`config.mk`:
```
export PLATFORM = sky130hd
export DESIGN_NAME = sorted_list_union_merge_top
export DESIGN_NICKNAME = d
export VERILOG_FILES = /design/src/rtl/slum_pkg.sv /design/src/rtl/slum_fifo.sv /design/src/rtl/slum_front.sv /design/src/rtl/slum_back.sv /design/src/rtl/sorted_list_union_merge_top.sv
export VERILOG_INCLUDE_DIRS = /design/src /design/src/rtl
export SDC_FILE = /design/constraint.sdc
export NUM_CORES = 1
export LEC_CHECK = 0
export BUFFER_PORTS_ARGS = -buffer_cell sky130_fd_sc_hd__buf_2
export CAP_MARGIN = 20
export CORE_ASPECT_RATIO = 0.9
export CORE_UTILIZATION = 60
export DETAILED_ROUTE_END_ITERATION = 8
export PLACE_DENSITY = 0.78
export SETUP_SLACK_MARGIN = 0.5
export SKIP_LAST_GASP = 1
export SYNTH_ARGS = -nofsm -noshare
export SYNTH_HDL_FRONTEND = slang
export SYNTH_SLANG_ARGS = --single-unit
```
`constraint.sdc`:
```
create_clock -name clk_i -period 6.2 [get_ports clk_i]
set_clock_uncertainty 0.05 [all_clocks]
set_input_delay 1.24 -clock clk_i [delete_from_list [all_inputs] [get_ports clk_i]]
set_output_delay 1.24 -clock clk_i [all_outputs]
set_load 0.05 [all_outputs]
```
`src/rtl/sorted_list_union_merge_top_macros.svh`:
```
// ----------------------------------------------------------------------------
// Assertion macros for the sorted list union merge block
// Concurrent checks clocked on a rising edge, disabled while reset is low.
// ----------------------------------------------------------------------------
`ifndef SORTED_LIST_UNION_MERGE_TOP_MACROS_SVH
`define SORTED_LIST_UNION_MERGE_TOP_MACROS_SVH
`ifndef SYNTH
`define SLUM_ASSERT(lbl, clk, rst_n, prop) \
  lbl: assert property (@(posedge clk) disable iff (!rst_n) prop) \
    else $error("assertion failed");
`define SLUM_NEVER(lbl, clk, rst_n, cond) \
  `SLUM_ASSERT(lbl, clk, rst_n, !(cond))
`else
`define SLUM_ASSERT(lbl, clk, rst_n, prop)
`define SLUM_NEVER(lbl, clk, rst_n, cond)
`endif
`endif

```
`src/rtl/slum_pkg.sv`:
```
// ----------------------------------------------------------------------------
// slum_pkg
// Shared types and constants of the sorted list union merge block.
// ----------------------------------------------------------------------------
package slum_pkg;

  localparam int LANES_DEF      = 8;
  localparam int LANE_FIELD_MAX = 8;   // reach of the 3-bit lane field
  localparam int IN_DEPTH       = 2;
  localparam int OUT_DEPTH      = 4;
  localparam logic [3:0] CFG_RESET = 4'd2;

  typedef enum logic [1:0] {
    OP_LOAD  = 2'd0,
    OP_NEXT  = 2'd1,
    OP_SKIP  = 2'd2,
    OP_REPLY = 2'd3
  } op_e;

  typedef enum logic [1:0] {
    KIND_ADV  = 2'd0,
    KIND_SKIP = 2'd1,
    KIND_CUR  = 2'd2,
    KIND_END  = 2'd3
  } kind_e;

  typedef struct packed {
    op_e         op;
    logic [2:0]  lane;
    logic [31:0] docid;
    logic        ended;
    logic [31:0] target;
    logic        in_range;
  } item_t;

  typedef struct packed {
    kind_e       kind;
    logic [2:0]  lane;
    logic [31:0] docid;
    logic        last;
  } res_t;

  function automatic int lanes_eff(input int lanes);
    return (lanes < LANE_FIELD_MAX) ? lanes : LANE_FIELD_MAX;
  endfunction

endpackage

```
`src/rtl/slum_fifo.sv`:
```
// ----------------------------------------------------------------------------
// slum_fifo
// Small register FIFO, first-word-fall-through read.
// ----------------------------------------------------------------------------
module slum_fifo #(
  parameter int W     = 8,
  parameter int DEPTH = 2
) (
  input  logic         clk_i,
  input  logic         rst_ni,
  input  logic         push_i,
  input  logic [W-1:0] wdata_i,
  output logic         full_o,
  input  logic         pop_i,
  output logic [W-1:0] rdata_o,
  output logic         valid_o
);

  localparam int AW = $clog2(DEPTH);

  logic [W-1:0]  mem_q [DEPTH];
  logic [AW-1:0] wr_q, wr_d, rd_q, rd_d;
  logic [AW:0]   cnt_q, cnt_d;
  logic          wr_en, rd_en;

  assign full_o  = (cnt_q == (AW+1)'(DEPTH));
  assign valid_o = (cnt_q != '0);
  assign rdata_o = mem_q[rd_q];
  assign wr_en   = push_i && !full_o;
  assign rd_en   = pop_i && valid_o;

  always_comb begin
    wr_d  = wr_en ? AW'((wr_q + 1'b1) % DEPTH) : wr_q;
    rd_d  = rd_en ? AW'((rd_q + 1'b1) % DEPTH) : rd_q;
    cnt_d = cnt_q + (AW+1)'(wr_en) - (AW+1)'(rd_en);
  end

  always_ff @(posedge clk_i or negedge rst_ni) begin
    if (!rst_ni) begin
      wr_q  <= '0;
      rd_q  <= '0;
      cnt_q <= '0;
    end else begin
      wr_q  <= wr_d;
      rd_q  <= rd_d;
      cnt_q <= cnt_d;
    end
  end

  always_ff @(posedge clk_i) begin
    if (wr_en) begin
      mem_q[wr_q] <= wdata_i;
    end
  end

endmodule

```
`src/rtl/slum_front.sv`:
```
// ----------------------------------------------------------------------------
// slum_front
// Accepts input words, decodes the operation and lane range, queues them.
// ----------------------------------------------------------------------------
module slum_front import slum_pkg::*; (
  input  logic        clk_i,
  input  logic        rst_ni,
  input  logic [3:0]  n_i,
  input  logic        push,
  output logic        full,
  input  logic [1:0]  operation_i,
  input  logic [2:0]  lane_i,
  input  logic [31:0] lane_docid_i,
  input  logic        lane_ended_i,
  input  logic [31:0] target_i,
  input  logic        pop_i,
  output item_t       item_o,
  output logic        valid_o
);

  item_t              item;
  logic [$bits(item_t)-1:0] rdata;

  always_comb begin
    item.op       = op_e'(operation_i);
    item.lane     = lane_i;
    item.docid    = lane_docid_i;
    item.ended    = lane_ended_i;
    item.target   = target_i;
    item.in_range = ({1'b0, lane_i} < n_i);
  end

  slum_fifo #(.W($bits(item_t)), .DEPTH(IN_DEPTH)) u_q (
    .clk_i  (clk_i),
    .rst_ni (rst_ni),
    .push_i (push),
    .wdata_i(item),
    .full_o (full),
    .pop_i  (pop_i),
    .rdata_o(rdata),
    .valid_o(valid_o)
  );

  assign item_o = item_t'(rdata);

endmodule

```
`src/rtl/slum_back.sv`:
```
// ----------------------------------------------------------------------------
// slum_back
// Executes queued words: lane state, request scan and minimum scan.
// ----------------------------------------------------------------------------
module slum_back import slum_pkg::*; #(
  parameter int LANES = LANES_DEF
) (
  input  logic       clk_i,
  input  logic       rst_ni,
  input  logic [3:0] n_i,
  input  item_t      item_i,
  input  logic       valid_i,
  output logic       pop_o,
  output logic       push_o,
  output res_t       res_o,
  input  logic       full_i
);

  localparam int NL = lanes_eff(LANES);
  localparam int IW = $clog2(NL);
  localparam int CW = IW + 1;

  typedef enum logic [1:0] {
    MODE_IDLE = 2'd0,
    MODE_NEXT = 2'd1,
    MODE_SKIP = 2'd2
  } mode_e;

  typedef enum logic [2:0] {
    ST_IDLE = 3'b001,
    ST_REQ  = 3'b010,
    ST_MIN  = 3'b100
  } st_e;

  logic [31:0]   head_q [NL];
  logic [NL-1:0] live_q, live_d;
  logic [31:0]   cur_q, cur_d, best_q, best_d, tgt_q, tgt_d;
  logic [3:0]    pend_q, pend_d, cnt_q, cnt_d;
  mode_e         mode_q, mode_d;
  st_e           st_q, st_d;
  logic [CW-1:0] idx_q, idx_d;
  logic          found_q, found_d, skip_q, skip_d, hold_v_q, hold_v_d;
  logic [2:0]    hold_q, hold_d;
  logic          hw_en;
  logic [IW-1:0] hw_idx;
  logic [IW-1:0] ri;
  logic [31:0]   rd_head;
  logic          rd_live, at_end, any_live, match;
  logic [NL-1:0] in_use;

  assign ri      = idx_q[IW-1:0];
  assign rd_head = head_q[ri];
  assign rd_live = live_q[ri];
  assign at_end  = (5'(idx_q) == 5'(n_i));
  assign hw_idx  = item_i.lane[IW-1:0];

  always_comb begin
    for (int i = 0; i < NL; i++) begin
      in_use[i] = (5'(i) < 5'(n_i));
    end
    any_live = |(live_q & in_use);
    match    = rd_live && (skip_q ? (rd_head < tgt_q) : (rd_head == cur_q));
  end

  always_comb begin
    live_d   = live_q;
    cur_d    = cur_q;
    best_d   = best_q;
    tgt_d    = tgt_q;
    pend_d   = pend_q;
    cnt_d    = cnt_q;
    mode_d   = mode_q;
    st_d     = st_q;
    idx_d    = idx_q;
    found_d  = found_q;
    skip_d   = skip_q;
    hold_v_d = hold_v_q;
    hold_d   = hold_q;
    hw_en    = 1'b0;
    pop_o    = 1'b0;
    push_o   = 1'b0;
    res_o    = '{kind: KIND_CUR, lane: 3'd0, docid: 32'd0, last: 1'b0};
    case (st_q)
      ST_IDLE: begin
        if (valid_i && !full_i) begin
          pop_o = 1'b1;
          case (item_i.op)
            OP_LOAD, OP_REPLY: begin
              if (item_i.in_range && (item_i.op == OP_LOAD || mode_q != MODE_IDLE)) begin
                hw_en          = 1'b1;
                live_d[hw_idx] = !item_i.ended;
                if (item_i.op == OP_REPLY) begin
                  if (pend_q != '0) pend_d = pend_q - 1'b1;
                  if (pend_q <= 4'd1) begin
                    mode_d  = MODE_IDLE;
                    idx_d   = '0;
                    found_d = 1'b0;
                    st_d    = ST_MIN;
                  end
                end
              end
            end
            default: begin
              if (mode_q == MODE_IDLE) begin
                if (item_i.op == OP_SKIP && item_i.target <= cur_q) begin
                  push_o = 1'b1;
                  res_o  = any_live ? res_t'{KIND_CUR, 3'd0, cur_q, 1'b1}
                                    : res_t'{KIND_END, 3'd0, 32'd0, 1'b1};
                end else begin
                  skip_d   = (item_i.op == OP_SKIP);
                  tgt_d    = item_i.target;
                  idx_d    = '0;
                  cnt_d    = '0;
                  hold_v_d = 1'b0;
                  st_d     = ST_REQ;
                end
              end
            end
          endcase
        end
      end
      ST_REQ: begin
        if (!full_i) begin
          // the held request goes out once its successor, or the scan end, is known
          res_o.kind  = skip_q ? KIND_SKIP : KIND_ADV;
          res_o.lane  = hold_q;
          res_o.docid = skip_q ? tgt_q : cur_q;
          if (at_end) begin
            if (hold_v_q) begin
              push_o     = 1'b1;
              res_o.last = 1'b1;
              mode_d     = skip_q ? MODE_SKIP : MODE_NEXT;
              pend_d     = cnt_q;
              st_d       = ST_IDLE;
            end else begin
              idx_d   = '0;
              found_d = 1'b0;
              st_d    = ST_MIN;
            end
          end else begin
            if (match) begin
              push_o   = hold_v_q;
              hold_d   = 3'(ri);
              hold_v_d = 1'b1;
              cnt_d    = cnt_q + 1'b1;
            end
            idx_d = idx_q + 1'b1;
          end
        end
      end
      ST_MIN: begin
        if (!full_i) begin
          if (at_end) begin
            push_o = 1'b1;
            res_o  = found_q ? res_t'{KIND_CUR, 3'd0, best_q, 1'b1}
                             : res_t'{KIND_END, 3'd0, 32'd0, 1'b1};
            if (found_q) cur_d = best_q;
            st_d = ST_IDLE;
          end else begin
            if (rd_live && (!found_q || rd_head < best_q)) begin
              best_d  = rd_head;
              found_d = 1'b1;
            end
            idx_d = idx_q + 1'b1;
          end
        end
      end
      default: st_d = ST_IDLE;
    endcase
  end

  always_ff @(posedge clk_i or negedge rst_ni) begin
    if (!rst_ni) begin
      live_q   <= '0;
      cur_q    <= '0;
      pend_q   <= '0;
      mode_q   <= MODE_IDLE;
      st_q     <= ST_IDLE;
      idx_q    <= '0;
      cnt_q    <= '0;
      found_q  <= 1'b0;
      skip_q   <= 1'b0;
      hold_v_q <= 1'b0;
    end else begin
      live_q   <= live_d;
      cur_q    <= cur_d;
      pend_q   <= pend_d;
      mode_q   <= mode_d;
      st_q     <= st_d;
      idx_q    <= idx_d;
      cnt_q    <= cnt_d;
      found_q  <= found_d;
      skip_q   <= skip_d;
      hold_v_q <= hold_v_d;
    end
  end

  always_ff @(posedge clk_i) begin
    best_q <= best_d;
    tgt_q  <= tgt_d;
    hold_q <= hold_d;
    if (hw_en) begin
      head_q[hw_idx] <= item_i.docid;
    end
  end

endmodule

```
`src/rtl/sorted_list_union_merge_top.sv`:
```
// ----------------------------------------------------------------------------
// sorted_list_union_merge_top
// Deduplicated union of up to eight ascending document-id streams.
// ----------------------------------------------------------------------------
// Input channel: push/full queue. Words load a lane head, ask for the next
// union id, skip to a target, or carry a lane's reply to a request.
// Result channel: empty/pop queue; the oldest result sits on the ports while
// empty is low. The final result of each input word that produces results has last set.
// Words pass a two-entry input queue into a sequencer that handles one word
// at a time. A load or reply without a report only updates lane state;
// next and skip scan the lanes one per cycle while the result queue is
// not full, and each reported minimum comes from a further scan of the
// live lane heads. A skip to a target at or below the current id needs none.
// Results go through a four-entry queue; while it is full the sequencer
// waits, and the input queue fills up and raises full.
// Reset clears lane live flags, the current id, pending state and both
// queues; lanes_in_use returns to 2. Write it only while the block is idle.
// ----------------------------------------------------------------------------
`include "sorted_list_union_merge_top_macros.svh"

module sorted_list_union_merge_top import slum_pkg::*; #(
  parameter int LANES = LANES_DEF
) (
  input  logic        clk_i,
  input  logic        rst_ni,
  input  logic        cfg_we_i,
  input  logic [3:0]  cfg_wdata_i,
  input  logic        push,
  output logic        full,
  input  logic [1:0]  operation_i,
  input  logic [2:0]  lane_i,
  input  logic [31:0] lane_docid_i,
  input  logic        lane_ended_i,
  input  logic [31:0] target_i,
  output logic        empty,
  input  logic        pop,
  output logic [1:0]  kind_o,
  output logic [2:0]  lane_res_o,
  output logic [31:0] docid_o,
  output logic        last_o
);

  localparam int NL = lanes_eff(LANES);

  logic [3:0] cfg_q, n_eff;
  item_t      item;
  logic       ivalid, ipop, opush, ofull, ovalid;
  logic       rep_push;
  res_t       res, ores;
  logic [$bits(res_t)-1:0] ordata;

  always_ff @(posedge clk_i or negedge rst_ni) begin
    if (!rst_ni) begin
      cfg_q <= CFG_RESET;
    end else if (cfg_we_i) begin
      cfg_q <= cfg_wdata_i;
    end
  end

  assign n_eff = (cfg_q > 4'(NL)) ? 4'(NL) : cfg_q;

  slum_front u_front (
    .clk_i       (clk_i),
    .rst_ni      (rst_ni),
    .n_i         (n_eff),
    .push        (push),
    .full        (full),
    .operation_i (operation_i),
    .lane_i      (lane_i),
    .lane_docid_i(lane_docid_i),
    .lane_ended_i(lane_ended_i),
    .target_i    (target_i),
    .pop_i       (ipop),
    .item_o      (item),
    .valid_o     (ivalid)
  );

  slum_back #(.LANES(LANES)) u_back (
    .clk_i  (clk_i),
    .rst_ni (rst_ni),
    .n_i    (n_eff),
    .item_i (item),
    .valid_i(ivalid),
    .pop_o  (ipop),
    .push_o (opush),
    .res_o  (res),
    .full_i (ofull)
  );

  slum_fifo #(.W($bits(res_t)), .DEPTH(OUT_DEPTH)) u_out (
    .clk_i  (clk_i),
    .rst_ni (rst_ni),
    .push_i (opush),
    .wdata_i(res),
    .full_o (ofull),
    .pop_i  (pop),
    .rdata_o(ordata),
    .valid_o(ovalid)
  );

  assign ores       = res_t'(ordata);
  assign empty      = !ovalid;
  assign kind_o     = ores.kind;
  assign lane_res_o = ores.lane;
  assign docid_o    = ores.docid;
  assign last_o     = ores.last;

  // a reported id or exhaustion always closes its word
  assign rep_push = opush && (res.kind == KIND_CUR || res.kind == KIND_END);

  `SLUM_NEVER(a_no_push_full, clk_i, rst_ni, opush && ofull)
  `SLUM_NEVER(a_no_pop_empty, clk_i, rst_ni, ipop && !ivalid)
  `SLUM_ASSERT(a_report_last, clk_i, rst_ni, rep_push |-> res.last)

endmodule
```
* After elaboration in Yosys (flattened, before gate mapping) *
Memory sizes are Yosys's and may differ from the RTL's.
Cells that the tools add are included.

storage, ports and cells
  flip-flop bits (word level) = 142
  RAM bits = 550
  input port bits = 79
  output and inout port bits = 40
  logic and storage cells = 242
  memories kept = 3

operators by class
  add/sub/neg operators = 11
  magnitude comparators = 17
  equality and inequality tests = 34
  muxes and demuxes = 114
  bitwise operators = 5
  reduce and logical (&&, ||, !) cells = 38

memory list
  memory             words  width  rd ports  clocked after Yosys merged registers in  wr ports  line             RTL
  u_back.head_q      8      32     1         0                                        1         slum_back.sv:35  logic [31:0] head_q [NL];
  u_out.mem_q        4      38     1         0                                        1         slum_fifo.sv:21  logic [W-1:0] mem_q [DEPTH];
  u_front.u_q.mem_q  2      71     1         0                                        1         slum_fifo.sv:21

operator list
  cell                                                number
  two-way mux 38 bit                                  7
  case mux 38 bit (3 select lines)                    1
  two-way mux 4 bit                                   26
  two-way mux 37 bit                                  2
  < comparator 32 bit                                 2
  two-way mux 1 bit                                   45
  two-way mux 3 bit                                   12
  == test 32 bit                                      1
  <= comparator 32 bit                                1
  two-way mux 32 bit                                  1
  != test 2 x 1 -> 1 bit (second input constant)      11
  two-way mux 2 bit                                   9
  AND reduction 9 bit                                 2
  < comparator 3 x 4 -> 1 bit (first input constant)  4
  != test 2 bit (second input constant)               8
  case mux 4 bit (2 select lines)                     2
  AND reduction 4 bit                                 4
  != test 3 x 2 -> 1 bit (second input constant)      4
  case mux 4 bit (3 select lines)                     1
  AND reduction 12 bit                                1
  AND reduction 11 bit                                1
  logical AND 1 bit                                   10
  AND reduction 10 bit                                1
  case mux 3 bit (3 select lines)                     1
  39 further kinds                                    62

* Logic depth before layout (Yosys ltp) *
  depth after elaboration = 11
  depth in mapped cells = 20
  gate-level depth less buffers = 17

* Cells and area by module *
From an unflattened synthesis, not the netlist that was laid out.

unflattened totals
  cell total of the unflattened synthesis = 1773
  area, all modules = 29828.6 µm²

by module, submodules not included
  module                       times used  cells each  area each (µm²)  seq. area each (µm²)
  slum_back                    1           1274        17920.9          11202.0
  slum_fifo (u_out)            1           239         6002.0           4739.5
  slum_fifo (u_front.u_q)      1           239         5676.7           4364.2
  sorted_list_union_merge_top  1           13          172.7            101.3
  slum_front                   1           8           56.3             0.0

* Least setup slack after synthesis *
OpenSTA, ideal clock, no wires.

  path kind = register to register
  start point = register u_front.u_q.rd_q
  end point = memory u_out.mem_q[0][0] (netlist name), enable pin
  setup time = 399 ps
  arrival = 4593 ps
  data required time = 5751 ps
  slack = 1158 ps
  stages on the path, launching flop included = 16
  buffers on the path = 4
  clock period less this slack = 5042 ps
  cells stage by stage = dfrtp_1 clkbuf_1 clkbuf_1 buf_1 buf_1 mux2_2 ha_1 a21o_1 a21o_1 a21oi_1 o2111ai_1 o31a_1 nor2_1 nand2_1 o311ai_4 and2_1

RTL lines
  element                   line             RTL
  start: declaration        slum_fifo.sv:22  logic [AW-1:0] wr_q, wr_d, rd_q, rd_d;
  start signal: assignment  slum_fifo.sv:45  rd_q <= rd_d;
  end: declaration          slum_fifo.sv:21

* Worst setup path in the final report *
  start point = register u_back.idx_q[2]
  end point = memory u_out.mem_q[0][9] (netlist name), enable pin

between the ends
  word-level cells in the longest chain between the ends = 11
  elaborated cells on any way between the ends = 17
  those cells by class = order compare: 1; eq/ne: 2; mux: 11; reduce/logical: 2; memory: 1

RTL lines
  element                                                       line              RTL
  start: declaration                                            slum_back.sv:41   logic [CW-1:0] idx_q, idx_d;
  start signal: assignment                                      slum_back.sv:190  idx_q <= idx_d;
  memory (8 x 32 bit) (*)                                       --
  net u_back.rd_head[26]                                        slum_back.sv:47   logic [31:0] rd_head;
  < comparator 32 bit / == test 32 bit (equally long branches)  slum_back.sv:62   match = rd_live && (skip_q ? (rd_head < tgt_q) : (rd_head == cur_q));
  two-way mux 1 bit (*)                                         slum_back.sv:62
  logical AND 1 bit (*)                                         slum_back.sv:62
  two-way mux 1 bit (*)                                         slum_back.sv:141  if (match) begin
  two-way mux 1 bit (*)                                         slum_back.sv:128  if (at_end) begin
  two-way mux 1 bit (*)                                         slum_back.sv:123  if (!full_i) begin
  case mux 1 bit (3 select lines) (*)                           slum_back.sv:83   case (st_q)
  logical AND 1 bit (*)                                         slum_fifo.sv:29   assign wr_en = push_i && !full_o;
  net u_out.wr_en                                               slum_fifo.sv:24   logic wr_en, rd_en;
  two-way mux 1 bit (*)                                         slum_fifo.sv:51   if (wr_en) begin
  two-way mux 1 bit (implied by the code) (*)                   slum_fifo.sv:52   mem_q[wr_q] <= wdata_i;

Mark *: on every way through the listed nets, which the timed path passes. The rest lies on a longest branch. The select of a mux whose other input is x is not followed.

==> qor.csv <==
stage,metric,value,unit
routing,Final ANT Viol Nets,0,
placed_design,placed cell areas,30780,um2
routing,total routed wirelength,62760,um
routing,DRC violations left,0,
synth,"Distinct cells, synth",70,
cts,CTS H-tree depth,3,
power,total power draw,13.80,mW
die,initial core utilization,61.10,%
critical_path,CP cell instances,"buf_4, or2_1, o22ai_1, a211oi_1, buf_4, ha_1, a21o_1, a21o_1, a21o_1, a221oi_1, o21ai_0, nor4_1, a32oi_2, o311ai_4, and2_1, buf_4",
run_status,outcome,"finished, final reports clean",
timing,Slew headroom,25.18,%
min_path,hold crit path type,flop to flop,
timing,worst hold margin,0.4580,ns
cts,"Hold-fix buffers, CTS",0,
placed_design,Final Wtd Congestion,0.9088,
critical_path,CP Data Required Time,6.39,ns
critical_path,"Arr. time, crit path",5.43,ns
finish,Layout Cells excl Fill,2652,
synth,top_reg_cell synth,edfxtp_1,
global_routing,initial antenna violation count,0,
synth,post-synthesis sequential area ratio,69.55,%
cts,worst-skew pair later-pin latency,0.61,ns
critical_path,CP Capture Type,flop,
placed_design,placed cells,2522,
finish,final instance area,33090,um2
cts,post-CTS sizing,0,
critical_path,r2r worst-path depth,16,
synth,Synth Net Count,1993,
timing,fmax,190.8,MHz
die,Rows,76,
timing,fin crit period,5.241,ns
routing,Vias/cell,6.081,
synth,Ys Warns,0,
finish,synthesis-to-finish area growth,12.77,%
critical_path,"Slowest-stage cell, CP",dfrtp_1,
global_routing,GRT overflow,0,
routing,routed length per instance,23.67,um
die,Core ar.,48020,um2
cts,"Reg clk slew, reported paths",0.06,ns
synth,post-synth top area cell,edfxtp_1,
routing,via count,16130,
critical_path,crit path max fanout,38,
power,Leak Pwr,12.12,nW
die,die area,49790,um2
die,Ports,119,
critical_path,WS Path Type,flop to flop,
synth,Post-synth EDFFs,617,
synth,syn_area_per_cell,16.28,um2
power,Power per Cell Area,417.1,nW/um2
placed_design,Port Buffer Count,118,
cts,worst-case clock buffer depth,3,
global_routing,Total GRT Usage,25.92,%
critical_path,crit path launch type,flop,
routing,initial drt markers,1434,
synth,most frequent cell after synthesis,edfxtp_1,
routing,First-pass DRT Iterations,5,
timing,RSZ-0062 raised after global routing,no,
global_routing,vias in the first global route,16490,
power,Max VDD drop,0.2912,mV
synth,post-synthesis cell area,29340,um2
synth,Area contributors post-synth,"edfxtp_1 63%, dfrtp_1 6.2%, mux4_2 5.1%",
min_path,worst hold stages,1,
synth,Post-synth ARST share,10.84,%
finish,Nets,2164,
cts,Root Driver,clkbuf_16,
cts,setup bufs post-CTS,0,
global_routing,global-route wire length before repair,96490,um
timing,final slew viol count,0,
timing,final setup fails,0,
global_routing,largest net degree at the start of global routing,72,
finish,Inserted Diodes,0,
die,Die W,235.1,um
die,die height,211.8,um
synth,area share of the largest cell type after synthesis,63.14,%
cts,cts bufs inserted,70,
cts,TritonCTS clock tree,built,
timing,"Hold Vio Cnt, Final",0,
placed_design,dpl hpwl,40670,um
run,max cap viols,0,
critical_path,worst stage delay on the critical path,0.63,ns
finish,layout cells sized above 1,22.93,%
timing,Least-Margin Pin Slew,1.122,ns
timing,Final period util,84.53,%
timing,TNS Setup,0,ns
synth,Synth Instances,1802,
synth,Yosys reg bits,692,
synth,synth cell count leaders,"617 x edfxtp_1, 141 x nand2_1, 129 x inv_1",
cts,TritonCTS Sinks,692,
-- cell families (layout without fill, tap and decap cells) --
| family | after synthesis | count (layout) | synth area share, % |
|---|---|---|---|
| fa+ha+maj | 112 | 112 | 4.801 |
| mux | 220 | 220 | 11.08 |
| flops | 692 | 692 | 69.55 |
| xor+xnor | 43 | 43 | 1.284 |
| simple gates | 297 | 297 | 4.750 |
| compound gates | 248 | 248 | 5.714 |
| buf+inv | 190 | 416 | 2.823 |
-- layer usage --
layer | wire (um) | global-route usage (%) | up-vias
li1 | - | - | 7255
met1 | 27060 | 35.82 | 8207
met2 | 30580 | 43.13 | 575
met3 | 3831 | 4.147 | 90
met4 | 1291 | 7.373 | 0
met5 | 0 | 0 | -
-- critical path, delay by kind of cell, from the launching register on --
family / cells / cell delay [ns]
flip-flops: 1 / 0.63
AO/OA/AOI/OAI: 9 / 2.06
AND/OR/NAND/NOR: 3 / 0.82
adder cells (fa/ha/maj): 1 / 0.25
buffers and inverters: 3 / 0.99
-- worst paths after layout --
check	to	slack, ns	startpoint
worst min-delay path	u_front.u_q.cnt_q[1]	0.46	u_front.u_q.cnt_q[1]
max in group asynchronous	u_back.idx_q[0]	4.47	rst_ni
worst max-delay path	u_out.mem_q[0][9]	0.96	u_back.idx_q[2]
worst max register to register	u_out.mem_q[0][9]	0.96	u_back.idx_q[2]
min in group asynchronous	u_out.cnt_q[1]	0.59	rst_ni
worst min register to register	u_front.u_q.cnt_q[1]	0.46	u_front.u_q.cnt_q[1]
-- stage by stage --
stage	setup slack, ns	utilization [%]
global route	0.6877	68.90
floorplan	1.158	-
finish	0.9588	68.90
detailed placement	1.033	64.09
CTS	0.9548	68.77
global placement	1.105	64.06
-- final cells by class --
class,count,area [um2]
Clock buffer,84,1888
Clock inverter,43,361.6
Fill cell,3122,14930
Inverter,129,484.2
Multi-Input combinational cell,920,8175
Sequential cell,692,20420
Tap cell,624,780.7
Timing Repair Buffer,160,980.9
-- registers in the layout, indices dropped and copies added (netlist names), 3 cells and up --
register and cells:
u_back.best_q 32, u_out.cnt_q 3, u_back.cur_q 32, u_back.live_q 8, u_back.hold_q 3, u_back.idx_q 4
u_back.st_q 3, u_back.tgt_q 32, cfg_q 4, u_back.pend_q 4, u_front.u_q.mem_q 142, u_back.head_q 256
u_out.mem_q 152, u_back.cnt_q 4
-- power breakdown --
part	internal (mW)	switching, mW
clock network	2.39	1.75
registers	5.83	0.293
logic	1.33	2.21
total	9.55	4.25
-- cells in the final DEF, fill, tap and decap left out, types with 5 or more instances in the layout --
cell type	netlist	final
edfxtp_1	617	617
nand2_1	141	141
inv_1	129	129
buf_2	11	117
ha_1	111	111
mux2_2	99	99
clkbuf_16	0	73
dfrtp_1	73	69
mux4_2	67	67
o21ai_0	60	60
mux2i_1	48	48
xnor2_1	40	40
a21o_1	37	37
buf_4	8	37
a21oi_1	36	36
o211ai_1	34	34
nor2_1	38	28
nand4_1	27	27
o22ai_1	21	21
nor2b_1	16	16
nand3_1	14	14
nor3_1	13	13
clkinv_2	0	13
clkinv_1	0	13
nand2b_1	11	11
a211oi_1	11	11
and2_1	10	10
clkbuf_1	24	9
nor2_2	1	8
a221oi_1	8	8
clkinvlp_4	0	6
o21a_1	5	5
a31oi_1	6	5
and3_1	7	5
mux4_1	5	5
bufinv_16	0	5
inv_6	0	5
Note: power is estimated with default switching activity, not from simulation.
